## src/four_wheel_diff_drive_odometry_unit_macros.svh

```systemverilog
`ifndef FOUR_WHEEL_DIFF_DRIVE_ODOMETRY_UNIT_MACROS_SVH
`define FOUR_WHEEL_DIFF_DRIVE_ODOMETRY_UNIT_MACROS_SVH

// consequent checked in the same cycle
`define FDO_ASSERT_SAME(label, clk, rst, ante, cons) \
   label: assert property (@(posedge clk) disable iff (rst) (ante) |-> (cons)) \
      else $error("fdo check failed");

// consequent checked in the next cycle
`define FDO_ASSERT_NEXT(label, clk, rst, ante, cons) \
   label: assert property (@(posedge clk) disable iff (rst) (ante) |=> (cons)) \
      else $error("fdo check failed");

`endif

```

## src/fdo_pkg.sv

```systemverilog
`timescale 1ns / 1ps

package fdo_pkg;

   localparam int CORDIC_STEPS = 24;
   localparam int STEP_W = $clog2(CORDIC_STEPS);
   localparam int ROM_IDX_W = 6;

   // shared multiplier: 64 x 16 per cycle, top chunk of b first
   localparam int MUL_A_W = 64;
   localparam int MUL_B_W = 48;
   localparam int MUL_CHUNK_W = 16;
   localparam int MUL_CHUNKS = MUL_B_W / MUL_CHUNK_W;
   localparam int MUL_CNT_W = 2;
   localparam int MUL_P_W = MUL_A_W + MUL_B_W;

   localparam int ANG_W = 49;
   localparam int CS_W = 36;
   localparam int RED_W = 51;
   localparam int RED_STEPS = 15;
   localparam int RED_K_W = 4;

   localparam logic [34:0] TWO_PI_U = 35'd26986075409;
   localparam logic [RED_W-1:0] RED_OFFSET = RED_W'(TWO_PI_U) << (RED_STEPS - 1);
   localparam logic signed [CS_W-1:0] TWO_PI_S = 36'sd26986075409;
   localparam logic signed [CS_W-1:0] PI_S = 36'sd13493037705;
   localparam logic signed [CS_W-1:0] HALF_PI_S = 36'sd6746518852;
   localparam logic signed [CS_W-1:0] CORDIC_GAIN = 36'sd2608131496;

   localparam logic [1:0] CSR_METERS_PER_TICK = 2'd0;
   localparam logic [1:0] CSR_INV_WHEELBASE = 2'd1;

   localparam logic [31:0] MPT_RESET = 32'd7906076;
   localparam logic [23:0] IVW_RESET = 24'd65536;

   typedef enum logic [3:0] {
      ST_IDLE,
      ST_SUM,
      ST_MUL_D,
      ST_MUL_P,
      ST_MUL_TH,
      ST_MID,
      ST_ROT,
      ST_MUL_X,
      ST_MUL_Y,
      ST_OUT
   } fdo_state_type;

   typedef enum logic [2:0] {
      CR_IDLE,
      CR_REDUCE,
      CR_FOLD,
      CR_ROTATE,
      CR_DONE
   } fdo_cordic_state_type;

   typedef struct packed {
      logic               start;
      logic [MUL_A_W-1:0] a;
      logic [MUL_B_W-1:0] b;
   } fdo_mul_req_type;

   typedef struct packed {
      logic                   done;
      logic signed [CS_W-1:0] cos_val;
      logic signed [CS_W-1:0] sin_val;
   } fdo_cordic_rsp_type;

   // atan(2^-i), Q.32
   function automatic logic [31:0] atan_rom(input logic [ROM_IDX_W-1:0] i);
      logic [31:0] v;
      unique case (i)
         6'd0:    v = 32'd3373259426;
         6'd1:    v = 32'd1991351318;
         6'd2:    v = 32'd1052175346;
         6'd3:    v = 32'd534100635;
         6'd4:    v = 32'd268086748;
         6'd5:    v = 32'd134174063;
         6'd6:    v = 32'd67103403;
         6'd7:    v = 32'd33553749;
         6'd8:    v = 32'd16777131;
         6'd9:    v = 32'd8388597;
         6'd10:   v = 32'd4194303;
         6'd11:   v = 32'd2097152;
         6'd12:   v = 32'd1048576;
         6'd13:   v = 32'd524288;
         6'd14:   v = 32'd262144;
         6'd15:   v = 32'd131072;
         6'd16:   v = 32'd65536;
         6'd17:   v = 32'd32768;
         6'd18:   v = 32'd16384;
         6'd19:   v = 32'd8192;
         6'd20:   v = 32'd4096;
         6'd21:   v = 32'd2048;
         6'd22:   v = 32'd1024;
         6'd23:   v = 32'd512;
         6'd24:   v = 32'd256;
         6'd25:   v = 32'd128;
         6'd26:   v = 32'd64;
         6'd27:   v = 32'd32;
         6'd28:   v = 32'd16;
         6'd29:   v = 32'd8;
         6'd30:   v = 32'd4;
         6'd31:   v = 32'd2;
         6'd32:   v = 32'd1;
         6'd33:   v = 32'd1;
         default: v = 32'd0;
      endcase
      return v;
   endfunction

endpackage

```

## src/fdo_mul.sv

```systemverilog
`timescale 1ns / 1ps

module fdo_mul (
   input  logic                            clock,
   input  logic                            reset,
   input  fdo_pkg::fdo_mul_req_type        req,
   output logic                            done,
   output logic [fdo_pkg::MUL_P_W-1:0]     prod
);

   logic [fdo_pkg::MUL_A_W-1:0] a_ff, a_in;
   logic [fdo_pkg::MUL_B_W-1:0] b_ff, b_in;
   logic [fdo_pkg::MUL_P_W-1:0] acc_ff, acc_in;
   logic [fdo_pkg::MUL_CNT_W-1:0] cnt_ff, cnt_in;
   logic busy_ff, busy_in;
   logic done_ff, done_in;
   logic [fdo_pkg::MUL_A_W+fdo_pkg::MUL_CHUNK_W-1:0] part;

   always_comb begin
      part = a_ff * b_ff[fdo_pkg::MUL_B_W-1 -: fdo_pkg::MUL_CHUNK_W];
      a_in = a_ff;
      b_in = b_ff;
      acc_in = acc_ff;
      cnt_in = cnt_ff;
      busy_in = busy_ff;
      done_in = 1'b0;
      if (req.start) begin
         a_in = req.a;
         b_in = req.b;
         acc_in = '0;
         cnt_in = '0;
         busy_in = 1'b1;
      end else if (busy_ff) begin
         // shift-accumulate, most significant chunk first
         acc_in = {acc_ff[fdo_pkg::MUL_P_W-fdo_pkg::MUL_CHUNK_W-1:0],
                   {fdo_pkg::MUL_CHUNK_W{1'b0}}}
                  + fdo_pkg::MUL_P_W'(part);
         b_in = {b_ff[fdo_pkg::MUL_B_W-fdo_pkg::MUL_CHUNK_W-1:0],
                 {fdo_pkg::MUL_CHUNK_W{1'b0}}};
         cnt_in = cnt_ff + 1'b1;
         if (cnt_ff == fdo_pkg::MUL_CNT_W'(fdo_pkg::MUL_CHUNKS - 1)) begin
            busy_in = 1'b0;
            done_in = 1'b1;
         end
      end
   end

   always_ff @(posedge clock) begin
      if (reset) begin
         busy_ff <= 1'b0;
         done_ff <= 1'b0;
         cnt_ff <= '0;
      end else begin
         busy_ff <= busy_in;
         done_ff <= done_in;
         cnt_ff <= cnt_in;
      end
      a_ff <= a_in;
      b_ff <= b_in;
      acc_ff <= acc_in;
   end

   assign done = done_ff;
   assign prod = acc_ff;

endmodule

```

## config.mk

```make
export PLATFORM = sky130hd
export DESIGN_NAME = fdo_mul
export DESIGN_NICKNAME = d
export VERILOG_FILES = /design/src/four_wheel_diff_drive_odometry_unit_macros.svh /design/src/fdo_pkg.sv /design/src/fdo_mul.sv
export SDC_FILE = /design/constraint.sdc
export NUM_CORES = 2
export LEC_CHECK = 0
export BUFFER_PORTS_ARGS = -buffer_cell sky130_fd_sc_hd__buf_2
export CAP_MARGIN = 20
export CORE_UTILIZATION = 30
export CTS_CLUSTER_DIAMETER = 200
export DETAILED_ROUTE_END_ITERATION = 12
export PLACE_DENSITY_LB_ADDON = 0.15
export SLEW_MARGIN = 10
export SYNTH_ARGS = -nofsm -noshare
export SYNTH_HDL_FRONTEND = slang
export SYNTH_SLANG_ARGS = --single-unit
```

## constraint.sdc

```tcl
create_clock -name clock -period 19.8 [get_ports clock]
set_clock_uncertainty 0.1 [all_clocks]
set_input_delay 1.98 -clock clock [delete_from_list [all_inputs] [get_ports clock]]
set_output_delay 1.98 -clock clock [all_outputs]
set_load 0.02 [all_outputs]
```

# After elaboration in Yosys (flattened, before gate mapping)
# Cells that the tools add are included.
[totals]
register_bits = 228
in_bits = 115
word_cells = 20
[classes]
addsub = 2
mul = 1
eq_ne = 1
mux = 6
bitwise_logic = 1
reduce_logical = 3
[op_table]
columns = ["operator", "count"]
rows = [
  ["112-bit by 80-bit adder with 112-bit output", 1],
  ["48-bit two-way mux", 2],
  ["64-bit by 16-bit multiplier with 80-bit output", 1],
  ["1-bit two-way mux", 4],
  ["3-bit OR reduction", 1],
  ["2-bit by 1-bit adder with 2-bit output, second input constant", 1],
  ["2-bit equality test, second input constant", 1],
  ["2-bit nonzero test", 1],
  ["2-bit OR reduction", 1],
  ["1-bit NOT", 1],
]

# Logic depth before layout (Yosys ltp)
[logic_depth]
depth_word = 4
ltp_mapped = 26
ltp_nobuf = 24

# Least setup slack after synthesis
# No wires, ideal clock.
[synth_timing]
kind = "reg2reg"
from = "reg b_ff[33] in the netlist's numbering"
to = "reg acc_ff (netlist bit prod[110])"
setup_time_ps = 127
arrival_time_ps = 6865
setup_slack_ps = 12708
path_stages_with_launch = 27
period_less_slack_ps = 7092
path_cell_list = "edfxtp_1 -> clkbuf_1 -> clkbuf_1 -> nand2_1 -> fa_1 -> inv_1 -> fa_1 -> inv_1 -> fa_1 -> inv_1 -> fa_1 -> fa_1 -> inv_1 -> fa_1 -> inv_1 -> ha_1 -> buf_2 -> nand4_2 -> nor4_2 -> nand3_1 -> o211ai_1 -> o31ai_2 -> a31oi_4 -> a31oi_4 -> or4_4 -> and3_1 -> or3_1"
[synth_between]
elab_chain_cells = 2
[synth_rtl]
columns = ["element", "line_no", "text"]
rows = [
  ["from (decl)", "fdo_mul.sv:12", "logic [fdo_pkg::MUL_B_W-1:0] b_ff, b_in;"],
  ["from (signal assigned)", "fdo_mul.sv:59", "b_ff <= b_in;"],
  ["64-bit by 16-bit multiplier with 80-bit output", "fdo_mul.sv:20", "part = a_ff * b_ff[fdo_pkg::MUL_B_W-1 -: fdo_pkg::MUL_CHUNK_W];"],
  ["112-bit by 80-bit adder with 112-bit output", "fdo_mul.sv:37", "+ fdo_pkg::MUL_P_W'(part);"],
  ["to (signal assigned)", "fdo_mul.sv:60", "acc_ff <= acc_in;"],
  ["to (decl)", "fdo_mul.sv:13", "logic [fdo_pkg::MUL_P_W-1:0] acc_ff, acc_in;"],
]
# No other way between the ends.
# A chain may end at the register's enable or synchronous reset.

# Final worst setup path
[layout_timing]
from = "reg b_ff[34] in the netlist's numbering"
to = "reg acc_ff (netlist bit prod[105])"
# Same word-level chain as after synthesis.

==> metrics <==
pre-CTS setup slack 10.70 ns; Die Span Y 380 um; via count 31700; CP endpoint kind flop; cell area after layout 0.0471 mm2; ys flop type dfxtp_1; largest area contributor in the netlist fa_1; Tmin final 9.21 ns; # Post-CTS Setup Buffers 0; Critical path buffers and inverters 7; Relative slew margins 0.271; FP Rows 138; CTS Buf Count 37; Fmax achieved 109 MHz; CTS sink cnt 228; Placer Congestion 0.909; most frequent cells in the layout inv_1 (1132), fa_1 (930), nand2_1 (804); Clock Path Buffers 3; TritonRoute pass-1 iters 6; EDFF count, synth 112; antenna viol nets, final 0; Yosys reg bits 228; Post-Synthesis Net Count 5977; number of global-route vias before repair 35300; worst slew pin tran 1.08 ns; port bufs 227; RSZ-0062 raised after global routing false; post-route setup slack 10.59 ns; Core ar. 0.142 mm2; maxcap violations 0; ys async rst share 0; Hold Crit Class reg2reg; post-DP HPWL 116000 um; top cell type's share of synthesized area 0.434; P&R area growth vs syn 9.80%; Yosys Warn Count 0; H-tree levels 2; Max Slew Vio Count 0; Clock transition at path regs 0.06 ns; Hold Violations, Final 0; largest net degree at the start of global routing 106; Setup TNS 0 ns; # setup viols final 0; crit path kind reg2reg; CP startpoint kind flop; Initial DRC Count 1716; Final Cycle Share 0.465; Worst Path Arrival 9.64 ns; total grt overflow 0; Routed WL 148000 um; first-pass GRT wire length 228000 um; Synth Area per Inst 9.00 um2; Final #Nets 6033; largest delay contributor family on the critical path adder cells; GRT Overall Usage 0.210; latest clock arrival within the worst-skew pair 0.63 ns; outcome finished, final reports clean; worst-path fanout max 40; share of cells above drive strength 1 0.0831; Initial Util 0.303; sequential-to-total area share from yosys stat 0.133; slowest cell on the critical path nor3_1; clock root buffer clkbuf_16; top cells by area, synth fa_1 (43%), inv_1 (9.9%), edfxtp_1 (7.8%); hold buffers post-CTS 0; synthesized instance count 4763; die width 380 um; CTS tree yes; synth unique cells 85; vias per std cell 4.71; DRC Markers 0; # IOs 228; post-synthesis cell area 0.0429 mm2; Req. time, crit path 20.23 ns; Routed WL per cell 21.9 um; Crit path top cell by count fa_1; initial antenna violation count 7; Crit path largest cell delay 0.58 ns; placed cell area 0.0458 mm2; most common cell after layout, fill and taps aside inv_1; PostCTS Resize Cnt 0; die area 0.144 mm2
[cell families (layout without fill, tap and decap cells)]
| family | Yosys count | in the layout | synth area share |
|---|---|---|---|
| and+or+nand+nor | 1473 | 1473 | 0.162 |
| buffers and inverters | 1392 | 1477 | 0.123 |
| adders and majority gates | 1099 | 1099 | 0.484 |
| AOI/OAI and AO/OA | 397 | 397 | 0.0602 |
| DFF | 228 | 228 | 0.133 |
| xor gates and xnor gates | 98 | 98 | 0.0200 |
| muxes | 76 | 76 | 0.0187 |
| other | 0 | 3 | 0 |
[tightest hold or removal path: stages, from the launching register on]
cell	delay (ns)
dfxtp_1	0.32
nand2_1	0.04
o21ai_0	0.06
[layout make-up]
class / instances / area (um2)
fill: 15000 / 94500
sequential: 228 / 5690
inverter: 1133 / 4250
multi-input combinational: 3143 / 31900
clock inverter: 26 / 300
antenna: 3 / 7.51
timing repair buffer: 276 / 1530
tap: 1890 / 2360
clock buffer: 42 / 987
[routing by layer]
metal | GRT usage | up-vias | share of wire
met5 | 0 | - | 0
met4 | 0.0496 | 0 | 0.025
met3 | 0.0295 | 141 | 0.050
met2 | 0.354 | 759 | 0.48
met1 | 0.285 | 16600 | 0.45
li1 | - | 14200 | -
[cell usage after synthesis, types with 17 or more instances]
cell type and instances:
inv_1 1133, fa_1 930, nand2_1 804, and2_1 377, clkbuf_1 229, ha_1 169
a21oi_1 119, dfxtp_1 116, nor2_1 114, edfxtp_1 112, o21ai_0 92, xnor2_1 63
mux2i_1 43, nand4_1 42, a21o_1 35, nand3_1 35, xor2_1 35, mux2_2 33
o21bai_1 22, a211oi_1 19, buf_2 19, and3_1 17
[state kept, by name, summed over array words and instances (netlist names)]
| name | flops |
|---|---|
| done | 1 |
| prod | 112 |
| b_ff | 48 |
| busy_ff | 1 |
| cnt_ff | 2 |
| a_ff | 64 |
[stage by stage]
step,hold slack (ns),util,instances
detailed placement,0.342,0.323,6670
finish,0.355,0.332,6741
global placement,0.338,0.323,6669
CTS,0.359,0.332,6738
floorplan,0.375,-,4763
global route,0.384,0.332,6738
[final timing paths]
kind	from	to	slack (ns)	cells after the start
worst max-delay path	b_ff[34]$_DFFE_PP_	prod[105]$_SDFFE_PP0P_	10.59	25
worst min-delay path	prod[109]$_SDFFE_PP0P_	prod[109]$_SDFFE_PP0P_	0.36	2
worst max register to register	b_ff[34]$_DFFE_PP_	prod[105]$_SDFFE_PP0P_	10.59	25
worst min register to register	prod[109]$_SDFFE_PP0P_	prod[109]$_SDFFE_PP0P_	0.36	2
Power is left out: the tool's default activity adds up to more than one toggle a clock period on the data nets, which glitch-free logic cannot reach.
